[config.mk]
export PLATFORM = sky130hd
export DESIGN_NAME = epoch_seconds_to_calendar
export DESIGN_NICKNAME = d
export VERILOG_FILES = /design/src/rtl/eptc_pkg.sv /design/src/rtl/eptc_ctrl.sv /design/src/rtl/eptc_day_split.sv /design/src/rtl/eptc_tod.sv /design/src/rtl/eptc_date.sv /design/src/rtl/epoch_seconds_to_calendar.sv
export SDC_FILE = /design/constraint.sdc
export NUM_CORES = 2
export LEC_CHECK = 0
export BUFFER_PORTS_ARGS = -buffer_cell sky130_fd_sc_hd__buf_2
export CAP_MARGIN = 10
export CORE_MARGIN = 5
export CORE_UTILIZATION = 66
export DETAILED_ROUTE_END_ITERATION = 8
export GPL_TIMING_DRIVEN = 0
export MAX_ROUTING_LAYER = met4
export PLACE_DENSITY = 0.9
export SLEW_MARGIN = 0
export SYNTH_ARGS = -nofsm -noshare
export SYNTH_HDL_FRONTEND = slang
export SYNTH_SLANG_ARGS = --single-unit
[constraint.sdc]
create_clock -name clk -period 10.26 [get_ports clk]
set_input_delay 1.026 -clock clk [delete_from_list [all_inputs] [get_ports clk]]
set_output_delay 1.026 -clock clk [all_outputs]
set_load 0.05 [all_outputs]
[src/rtl/eptc_pkg.sv]
`default_nettype none
package eptc_pkg;

	localparam int unsigned EPOCH_BITS_DEF = 32;
	localparam int unsigned NUM_STAGES     = 12;

	typedef logic [NUM_STAGES-1:0] stage_en_t;

	localparam int unsigned SECS_PER_MIN  = 60;
	localparam int unsigned MINS_PER_HOUR = 60;
	localparam int unsigned SECS_PER_DAY  = 86400;
	localparam int unsigned DAY_SHIFT     = 7;
	localparam int unsigned DAYS_TO_EPOCH = 719468;
	localparam int unsigned DAYS_PER_ERA  = 146097;
	localparam int unsigned DAYS_PER_YEAR = 365;
	localparam int unsigned YEARS_PER_ERA = 400;
	localparam int unsigned YEAR_BASE     = 1900;
	localparam int unsigned MAR_TO_JAN    = 10;
	localparam int unsigned JAN_TO_MAR    = 2;

	// exact floor division by constants: q = (x * RCP) >> SH over the x range of each use
	localparam int unsigned RCP_1460_SH = 29;
	localparam logic [18:0] RCP_1460 =
		19'(((64'd1 << RCP_1460_SH) + 64'd1459) / 64'd1460);
	localparam int unsigned RCP_36524_SH = 34;
	localparam logic [18:0] RCP_36524 =
		19'(((64'd1 << RCP_36524_SH) + 64'd36523) / 64'd36524);
	localparam int unsigned RCP_365_SH = 27;
	localparam logic [18:0] RCP_365 =
		19'(((64'd1 << RCP_365_SH) + 64'd364) / 64'd365);
	localparam int unsigned RCP_100_SH = 16;
	localparam logic [9:0] RCP_100 =
		10'(((64'd1 << RCP_100_SH) + 64'd99) / 64'd100);
	localparam int unsigned RCP_153_SH = 19;
	localparam logic [11:0] RCP_153 =
		12'(((64'd1 << RCP_153_SH) + 64'd152) / 64'd153);
	localparam int unsigned RCP_5_SH = 14;
	localparam logic [11:0] RCP_5 =
		12'(((64'd1 << RCP_5_SH) + 64'd4) / 64'd5);
	localparam int unsigned RCP_60S_SH = 23;
	localparam logic [17:0] RCP_60S =
		18'(((64'd1 << RCP_60S_SH) + 64'd59) / 64'd60);
	localparam int unsigned RCP_60M_SH = 17;
	localparam logic [11:0] RCP_60M =
		12'(((64'd1 << RCP_60M_SH) + 64'd59) / 64'd60);

endpackage
`default_nettype wire

[src/rtl/eptc_ctrl.sv]
`default_nettype none
module eptc_ctrl (
	input  wire                 clk,
	input  wire                 arst_n,
	input  wire                 in_valid,
	output logic                in_ready,
	output logic                out_valid,
	input  wire                 out_ready,
	output eptc_pkg::stage_en_t en
);

	localparam int unsigned NS = eptc_pkg::NUM_STAGES;

	logic [NS-1:0] stage_valid_q;

	// a stage loads when empty or when its content moves on
	always_comb begin
		en[NS-1] = !stage_valid_q[NS-1] || out_ready;
		for (int i = NS - 2; i >= 0; i--) begin
			en[i] = !stage_valid_q[i] || en[i+1];
		end
	end

	assign in_ready  = en[0];
	assign out_valid = stage_valid_q[NS-1];

	always_ff @(posedge clk or negedge arst_n) begin
		if (!arst_n) begin
			stage_valid_q <= '0;
		end else begin
			if (en[0]) begin
				stage_valid_q[0] <= in_valid;
			end
			for (int i = 1; i < NS; i++) begin
				if (en[i]) begin
					stage_valid_q[i] <= stage_valid_q[i-1];
				end
			end
		end
	end

endmodule
`default_nettype wire

[src/rtl/eptc_day_split.sv]
`default_nettype none
module eptc_day_split #(
	parameter int unsigned EB = eptc_pkg::EPOCH_BITS_DEF
) (
	input  wire                 clk,
	input  eptc_pkg::stage_en_t en,
	input  wire  [EB-1:0]       epoch_seconds,
	output logic [EB-17:0]      days,
	output logic [16:0]         sec_of_day
);

	localparam int unsigned UB = EB - eptc_pkg::DAY_SHIFT;
	localparam int unsigned MB = EB - 16;
	localparam int unsigned PW = UB + MB;
	localparam logic [MB-1:0] RCP_DAY =
		MB'((64'd1 << UB) / (eptc_pkg::SECS_PER_DAY >> eptc_pkg::DAY_SHIFT));

	logic [EB-1:0] t_s1, t_s2;
	logic [PW-1:0] prod_s1;
	logic [MB-1:0] days_est_s2, days_s3;
	logic [EB-1:0] day_base_s2;
	logic [16:0]   sod_s3;
	logic [17:0]   rem;

	assign rem = 18'(t_s2 - day_base_s2);

	always_ff @(posedge clk) begin
		if (en[0]) begin
			t_s1    <= epoch_seconds;
			prod_s1 <= PW'(epoch_seconds[EB-1:eptc_pkg::DAY_SHIFT]) * PW'(RCP_DAY);
		end
		if (en[1]) begin
			t_s2        <= t_s1;
			days_est_s2 <= prod_s1[PW-1:UB];
			day_base_s2 <= EB'(EB'(prod_s1[PW-1:UB]) * EB'(eptc_pkg::SECS_PER_DAY));
		end
		if (en[2]) begin
			if (rem >= 18'(eptc_pkg::SECS_PER_DAY)) begin
				days_s3 <= days_est_s2 + MB'(1);
				sod_s3  <= 17'(rem - 18'(eptc_pkg::SECS_PER_DAY));
			end else begin
				days_s3 <= days_est_s2;
				sod_s3  <= 17'(rem);
			end
		end
	end

	assign days       = days_s3;
	assign sec_of_day = sod_s3;

endmodule
`default_nettype wire

[src/rtl/eptc_tod.sv]
`default_nettype none
module eptc_tod (
	input  wire                 clk,
	input  eptc_pkg::stage_en_t en,
	input  wire  [16:0]         sec_of_day,
	output logic [5:0]          second_of_minute,
	output logic [5:0]          minute_of_hour,
	output logic [4:0]          hour_of_day
);

	localparam int unsigned DLY = 7;

	logic [16:0] sod_dly_q [DLY];
	logic [10:0] min_of_day;
	logic [10:0] min_of_day_s11;
	logic [5:0]  sec_s11, sec_s12, min_s12;
	logic [4:0]  hour, hour_s12;

	assign min_of_day = 11'((35'(sod_dly_q[DLY-1]) * 35'(eptc_pkg::RCP_60S))
		>> eptc_pkg::RCP_60S_SH);
	assign hour = 5'((23'(min_of_day_s11) * 23'(eptc_pkg::RCP_60M))
		>> eptc_pkg::RCP_60M_SH);

	// time of day waits alongside the date path
	always_ff @(posedge clk) begin
		if (en[3]) begin
			sod_dly_q[0] <= sec_of_day;
		end
		for (int i = 1; i < DLY; i++) begin
			if (en[3+i]) begin
				sod_dly_q[i] <= sod_dly_q[i-1];
			end
		end
		if (en[10]) begin
			min_of_day_s11 <= min_of_day;
			sec_s11 <= 6'(sod_dly_q[DLY-1]
				- 17'(min_of_day) * 17'(eptc_pkg::SECS_PER_MIN));
		end
		if (en[11]) begin
			sec_s12  <= sec_s11;
			hour_s12 <= hour;
			min_s12  <= 6'(min_of_day_s11 - 11'(hour) * 11'(eptc_pkg::MINS_PER_HOUR));
		end
	end

	assign second_of_minute = sec_s12;
	assign minute_of_hour   = min_s12;
	assign hour_of_day      = hour_s12;

endmodule
`default_nettype wire

[src/rtl/eptc_date.sv]
`default_nettype none
module eptc_date #(
	parameter int unsigned EB = eptc_pkg::EPOCH_BITS_DEF
) (
	input  wire                 clk,
	input  eptc_pkg::stage_en_t en,
	input  wire  [EB-17:0]      days,
	output logic [4:0]          day_of_month,
	output logic [3:0]          month_index,
	output logic [7:0]          years_since_1900
);

	localparam int unsigned DW = EB - 16;
	localparam int unsigned ZW = (DW >= 20) ? DW + 1 : 21;
	localparam int unsigned EW = ZW - 17;
	localparam int unsigned PW = ZW + EW;
	localparam logic [EW-1:0] RCP_ERA =
		EW'((64'd1 << ZW) / 64'(eptc_pkg::DAYS_PER_ERA));

	logic [ZW-1:0] z, z_s4, z_s5, era_base_s5;
	logic [PW-1:0] era_prod_s4;
	logic [EW-1:0] era_s5, era_s6, era_s7, era_s8, era_s9, era_s10, era_s11;
	logic [18:0]   doe_raw;
	logic [17:0]   doe_s6, doe_s7, doe_s8, doe_s9;
	logic [6:0]    q1460_s7;
	logic [2:0]    q36524_s7;
	logic          last_day_s7;
	logic [17:0]   num_s8;
	logic [8:0]    yoe_s9, yoe_s10, yoe_s11;
	logic [1:0]    cent;
	logic [17:0]   year_days;
	logic [8:0]    doy_s10, doy_s11;
	logic [10:0]   mp_num;
	logic [3:0]    mp_s11;
	logic [10:0]   day_num;
	logic [8:0]    day_off;
	logic [3:0]    mon;
	logic [4:0]    day_s12;
	logic [3:0]    mon_s12;
	logic [7:0]    year_s12;

	assign z       = ZW'(days) + ZW'(eptc_pkg::DAYS_TO_EPOCH);
	assign doe_raw = 19'(z_s5 - era_base_s5);
	assign cent    = 2'((19'(yoe_s9) * 19'(eptc_pkg::RCP_100)) >> eptc_pkg::RCP_100_SH);
	assign year_days = 18'(yoe_s9) * 18'(eptc_pkg::DAYS_PER_YEAR)
		+ 18'(yoe_s9 >> 2) - 18'(cent);
	assign mp_num  = 11'(doy_s10) * 11'(5) + 11'(2);
	assign day_num = 11'(mp_s11) * 11'(153) + 11'(2);
	assign day_off = 9'((24'(day_num) * 24'(eptc_pkg::RCP_5)) >> eptc_pkg::RCP_5_SH);
	assign mon     = (mp_s11 < 4'(eptc_pkg::MAR_TO_JAN)) ?
		mp_s11 + 4'(eptc_pkg::JAN_TO_MAR) : mp_s11 - 4'(eptc_pkg::MAR_TO_JAN);

	always_ff @(posedge clk) begin
		if (en[3]) begin
			z_s4        <= z;
			era_prod_s4 <= PW'(z) * PW'(RCP_ERA);
		end
		if (en[4]) begin
			z_s5        <= z_s4;
			era_s5      <= era_prod_s4[PW-1:ZW];
			era_base_s5 <= ZW'(ZW'(era_prod_s4[PW-1:ZW]) * ZW'(eptc_pkg::DAYS_PER_ERA));
		end
		if (en[5]) begin
			if (doe_raw >= 19'(eptc_pkg::DAYS_PER_ERA)) begin
				era_s6 <= era_s5 + EW'(1);
				doe_s6 <= 18'(doe_raw - 19'(eptc_pkg::DAYS_PER_ERA));
			end else begin
				era_s6 <= era_s5;
				doe_s6 <= 18'(doe_raw);
			end
		end
		if (en[6]) begin
			era_s7      <= era_s6;
			doe_s7      <= doe_s6;
			q1460_s7    <= 7'((37'(doe_s6) * 37'(eptc_pkg::RCP_1460))
				>> eptc_pkg::RCP_1460_SH);
			q36524_s7   <= 3'((37'(doe_s6) * 37'(eptc_pkg::RCP_36524))
				>> eptc_pkg::RCP_36524_SH);
			last_day_s7 <= (doe_s6 == 18'(eptc_pkg::DAYS_PER_ERA - 1));
		end
		if (en[7]) begin
			era_s8 <= era_s7;
			doe_s8 <= doe_s7;
			num_s8 <= doe_s7 - 18'(q1460_s7) + 18'(q36524_s7) - 18'(last_day_s7);
		end
		if (en[8]) begin
			era_s9 <= era_s8;
			doe_s9 <= doe_s8;
			yoe_s9 <= 9'((37'(num_s8) * 37'(eptc_pkg::RCP_365)) >> eptc_pkg::RCP_365_SH);
		end
		if (en[9]) begin
			era_s10 <= era_s9;
			yoe_s10 <= yoe_s9;
			doy_s10 <= 9'(doe_s9 - year_days);
		end
		if (en[10]) begin
			era_s11 <= era_s10;
			yoe_s11 <= yoe_s10;
			doy_s11 <= doy_s10;
			mp_s11  <= 4'((24'(mp_num) * 24'(eptc_pkg::RCP_153)) >> eptc_pkg::RCP_153_SH);
		end
		if (en[11]) begin
			day_s12  <= 5'(doy_s11 - day_off + 9'(1));
			mon_s12  <= mon;
			// January and February belong to the next March-based year
			year_s12 <= 8'(yoe_s11)
				+ 8'(era_s11 * (EW + 9)'(eptc_pkg::YEARS_PER_ERA))
				+ 8'(mon <= 4'(1))
				- 8'(eptc_pkg::YEAR_BASE);
		end
	end

	assign day_of_month     = day_s12;
	assign month_index      = mon_s12;
	assign years_since_1900 = year_s12;

endmodule
`default_nettype wire

[src/rtl/epoch_seconds_to_calendar.sv]
// epoch_seconds_to_calendar
// Converts an unsigned count of seconds since 1970-01-01 00:00:00 UTC into
// Gregorian date and time of day (full leap rule, 2100 is a common year).
// Input channel: epoch_valid / epoch_ready with epoch_seconds.
// Output channel: calendar_valid / calendar_ready with second, minute, hour,
// day of month, month index (0 = January) and year minus 1900.
// One transaction out for every transaction in, in order.
// The result passes through the twelve-stage pipeline (reciprocal multiplies,
// each followed by a register).
// Throughput: one transaction per cycle while calendar_ready does not stall
// the output.
// Each stage has its own valid bit; a stage loads when empty or when its
// content moves on, so a stalled receiver freezes only the filled stages and
// epoch_ready falls once the pipeline is full. Nothing is lost or repeated.
// Reset (arst_n low) empties the pipeline; payload registers are not cleared.
// EPOCH_BITS sets the input width; years past 2155 wrap in years_since_1900.
`default_nettype none
module epoch_seconds_to_calendar #(
	parameter int unsigned EPOCH_BITS = eptc_pkg::EPOCH_BITS_DEF
) (
	input  wire                  clk,
	input  wire                  arst_n,
	input  wire                  epoch_valid,
	output logic                 epoch_ready,
	input  wire [EPOCH_BITS-1:0] epoch_seconds,
	output logic                 calendar_valid,
	input  wire                  calendar_ready,
	output logic [5:0]           second_of_minute,
	output logic [5:0]           minute_of_hour,
	output logic [4:0]           hour_of_day,
	output logic [4:0]           day_of_month,
	output logic [3:0]           month_index,
	output logic [7:0]           years_since_1900
);

	eptc_pkg::stage_en_t    en;
	logic [EPOCH_BITS-17:0] days;
	logic [16:0]            sec_of_day;

	eptc_ctrl u_ctrl (
		.clk       (clk),
		.arst_n    (arst_n),
		.in_valid  (epoch_valid),
		.in_ready  (epoch_ready),
		.out_valid (calendar_valid),
		.out_ready (calendar_ready),
		.en        (en)
	);

	eptc_day_split #(
		.EB (EPOCH_BITS)
	) u_day_split (
		.clk           (clk),
		.en            (en),
		.epoch_seconds (epoch_seconds),
		.days          (days),
		.sec_of_day    (sec_of_day)
	);

	eptc_tod u_tod (
		.clk              (clk),
		.en               (en),
		.sec_of_day       (sec_of_day),
		.second_of_minute (second_of_minute),
		.minute_of_hour   (minute_of_hour),
		.hour_of_day      (hour_of_day)
	);

	eptc_date #(
		.EB (EPOCH_BITS)
	) u_date (
		.clk              (clk),
		.en               (en),
		.days             (days),
		.day_of_month     (day_of_month),
		.month_index      (month_index),
		.years_since_1900 (years_since_1900)
	);

endmodule
`default_nettype wire

==> load_flow_metrics.sql <==
INSERT INTO impl_metrics (metric_group, metric, value, unit) VALUES
('drt', 'route.detailed.drc', '0', ''),
('clocking', 'cts_resized', '0', ''),
('grt', 'groute.layer.met2.usage', '48.4', '%'),
('critical_path', 'critical_path_peak_fanout', '8', ''),
('timing', 'fmaxAchievable', '120', 'MHz'),
('critical_path', 'worst_ep_arrival_time', '8.65', 'ns'),
('floorplanning', 'top_level_ports', '72', ''),
('grt', 'grt_antenna_before_repair', '0', ''),
('grt', 'total_gr_overflow', '0', ''),
('timing', 'grt_setup_unrepaired', 'no', ''),
('yosys', 'yosys-top-cells-count', 'sky130_fd_sc_hd__ha_1 (1,105), sky130_fd_sc_hd__inv_1 (1,044), sky130_fd_sc_hd__fa_1 (589)', ''),
('placement', 'place_congestion', '0.914', ''),
('drt', 'post_drt_via_cell_ratio', '5.77', ''),
('clocking', 'worstSkewPairLatency', '0.61', 'ns'),
('drt', 'drt.antenna.violating_nets', '0', ''),
('yosys', 'syn-instance-count', '4224', ''),
('critical_path', 'cp_slowest_cell', 'sky130_fd_sc_hd__edfxtp_1', ''),
('yosys', 'synthMostInstantiatedCell', 'sky130_fd_sc_hd__ha_1', ''),
('finish', 'antenna_cells', '0', ''),
('yosys', 'ys.flop_type', 'sky130_fd_sc_hd__edfxtp_1', ''),
('clocking', 'hold_buffers', '0', ''),
('drt', 'drt_pass1_iterations', '7', ''),
('yosys', 'synth_edf_count', '456', ''),
('floorplanning', 'area_of_the_die', '81800', 'µm²'),
('timing', 'actual_transition_at_the_worst_max_transition_pin', '1.16', 'ns'),
('drt', 'drt_first_iter_violations', '2034', ''),
('critical_path', 'critical-path-max-stage-delay', '0.63', 'ns'),
('critical_path', 'reg_to_reg_slack_setup', '1.96', 'ns'),
('drt', 'detail_route.wl_per_cell', '19.5', 'µm'),
('timing', 'fin_tns_setup', '0', 'ns'),
('finish', 'post_route_cells_drive_above_1_share', '4.69', '%'),
('yosys', 'mappedNetlistArea', '50300', 'µm²'),
('clocking', 'ctsHtreeMaxLevel', '2', ''),
('clocking', 'post-cts-setup-buffers', '0', ''),
('timing', 'worst_slew_margin_rel', '22.5', '%'),
('drt', 'wl', '105000', 'µm'),
('critical_path', 'regToRegEndpoint', 'u_date.day_of_month[4]', ''),
('critical_path', 'critPathCapture', 'u_date.day_of_month[4]', ''),
('grt', 'm1_gr_usage', '31.1', '%'),
('grt', 'busiest_grt_layer', 'met2', ''),
('worst_hold_path', 'min-delay-path-class', 'input port to async pin', ''),
('flow_run', 'drv.max_cap_violation_count', '0', ''),
('placement', 'dp_hpwl', '81900', 'µm'),
('yosys', 'synthesis.area_per_instance', '11.9', 'µm²'),
('floorplanning', 'dieHeight', '286', 'µm'),
('finish', 'stdcell_area', '53700', 'µm²'),
('grt', 'grt_util_all_layers', '27.0', '%'),
('yosys', 'yosysUniqueCellTypes', '73', ''),
('yosys', 'synth_async_sr_flop_share', '2.56', '%'),
('floorplanning', 'floorplan.die.width', '286', 'µm'),
('timing', 'final-hold-violation-count', '0', ''),
('clocking', 'cts.path.max_buffers', '3', ''),
('status', 'run_status', 'completed', ''),
('grt', 'grt_pass1_wl', '173000', 'µm'),
('critical_path', 'timing.critical_path.required', '10.62', 'ns'),
('clocking', 'cts_buffers', '48', ''),
('finish', 'area_growth', '6.81', '%'),
('timing', 'shortest_period_the_worst_path_allows', '8.30', 'ns'),
('yosys', 'synth_warnings', '0', ''),
('yosys', 'synth_fp_nets', '5954', ''),
('placement', 'port-buffer-count', '71', ''),
('yosys', 'yosys_register_bits', '468', ''),
('critical_path', 'worst_r2r_path_depth', '33', ''),
('grt', 'via_count_of_the_first_global_routing_pass', '34672', ''),
('critical_path', 'worst_setup_path_end_kind', 'register', ''),
('timing', 'maxSlewViolCount', '0', ''),
('grt', 'largest_net_degree_at_the_start_of_global_routing', '46', ''),
('floorplanning', 'core_area', '75800', 'µm²'),
('timing', 'period_share', '80.9', '%'),
('finish', 'fin_nets', '6086', ''),
('critical_path', 'path_class', 'register to register', '');
-- sequential cells by signal (all words and copies together) (netlist names), 9 cells and up --
name / cells
u_tod.sod_dly_q: 119
u_date.doe_s6: 18
u_date.doe_s7: 18
u_date.num_s8: 18
u_day_split.t_s1: 18
u_day_split.t_s2: 18
u_date.z_s5: 17
u_day_split.sec_of_day: 17
u_date.z_s4: 16
u_day_split.days: 16
u_day_split.days_est_s2: 16
u_day_split.prod_s1: 16
u_ctrl.stage_valid_q: 12
u_tod.min_of_day_s11: 11
u_day_split.day_base_s2: 10
u_date.doe_s8: 9
u_date.doe_s9: 9
u_date.doy_s10: 9
u_date.yoe_s9: 9
-- critical path, delay by kind of cell, from the launching register on --
kind,cells,cell delay (ns)
AO/OA/AOI/OAI,10,1.97
flip-flops,1,0.63
XOR/XNOR,4,0.71
adder cells (fa/ha/maj),10,4.04
AND/OR/NAND/NOR,3,0.25
buffers and inverters,6,0.42
-- logic make-up (layout without fill, tap and decap cells) --
logic type / after synthesis / count (layout) / share of synthesized area [%]
AOI/OAI and AO/OA: 391 / 391 / 5.22
xor gates and xnor gates: 248 / 248 / 4.36
adders and majority gates: 1694 / 1694 / 50.9
buffers and inverters: 1047 / 1218 / 7.83
DFF: 468 / 468 / 27.8
muxes: 7 / 7 / 0.147
and+or+nand+nor: 369 / 369 / 3.70
-- per-stage QoR --
step | hold slack (ns) | worst slack [ns] | std cells
2_1_floorplan | 0.400 | 3.04 | 4224
3_3_place_gp | 0.400 | 0.964 | 5273
3_5_place_dp | 0.405 | 2.15 | 5283
4_1_cts | 0.293 | 2.00 | 5372
5_1_grt | 0.317 | 1.44 | 5373
6_report | 0.325 | 1.96 | 5373
-- routing by layer --
metal  vias up  part of all wire, %
li1      14224                    -
met1     15403                   38
met2      1019                   53
met3       362                  4.8
met4         0                  4.6
met5         -                    0
-- worst min path at each step --
stage / endpoint / cells past startpoint
final: u_ctrl.stage_valid_q[2] / 1
after global routing: u_ctrl.stage_valid_q[7] / 1
after CTS: u_ctrl.stage_valid_q[7] / 1
after global placement: u_tod.sod_dly_q[5][1] / 0
after floorplan: u_date.doe_s9[0] / 0
after detailed placement: u_date.doe_s9[7] / 0
-- area by class of cell --
class,instances,area [µm²]
well taps,978,1220
clock inverters,33,342
inverters,1044,3920
fillers,4663,22100
flip-flops and latches,468,14000
repair buffers,82,584
plain buffers,3,21.3
clock buffers,56,1250
multi-input cells,2709,32400
-- layout by cell type, fill, tap and decap left out, types with 18 or more instances in the layout --
cell	instances
sky130_fd_sc_hd__o21a_1	22
sky130_fd_sc_hd__nor2_1	75
sky130_fd_sc_hd__clkbuf_16	48
sky130_fd_sc_hd__a211oi_1	20
sky130_fd_sc_hd__nor3_1	38
sky130_fd_sc_hd__nand2b_1	27
sky130_fd_sc_hd__a21oi_1	114
sky130_fd_sc_hd__nand4_1	23
sky130_fd_sc_hd__edfxtp_1	456
sky130_fd_sc_hd__nand3_1	35
sky130_fd_sc_hd__inv_1	1043
sky130_fd_sc_hd__a21o_1	57
sky130_fd_sc_hd__buf_2	73
sky130_fd_sc_hd__o21ai_0	63
sky130_fd_sc_hd__nand2_1	82
sky130_fd_sc_hd__xor2_1	62
sky130_fd_sc_hd__fa_1	589
sky130_fd_sc_hd__ha_1	1105
sky130_fd_sc_hd__xnor2_1	183
sky130_fd_sc_hd__nor2b_1	21
sky130_fd_sc_hd__o21bai_1	18
Power is left out: the tool's default activity adds up to more than one toggle a clock period on the data nets, which glitch-free logic cannot reach.
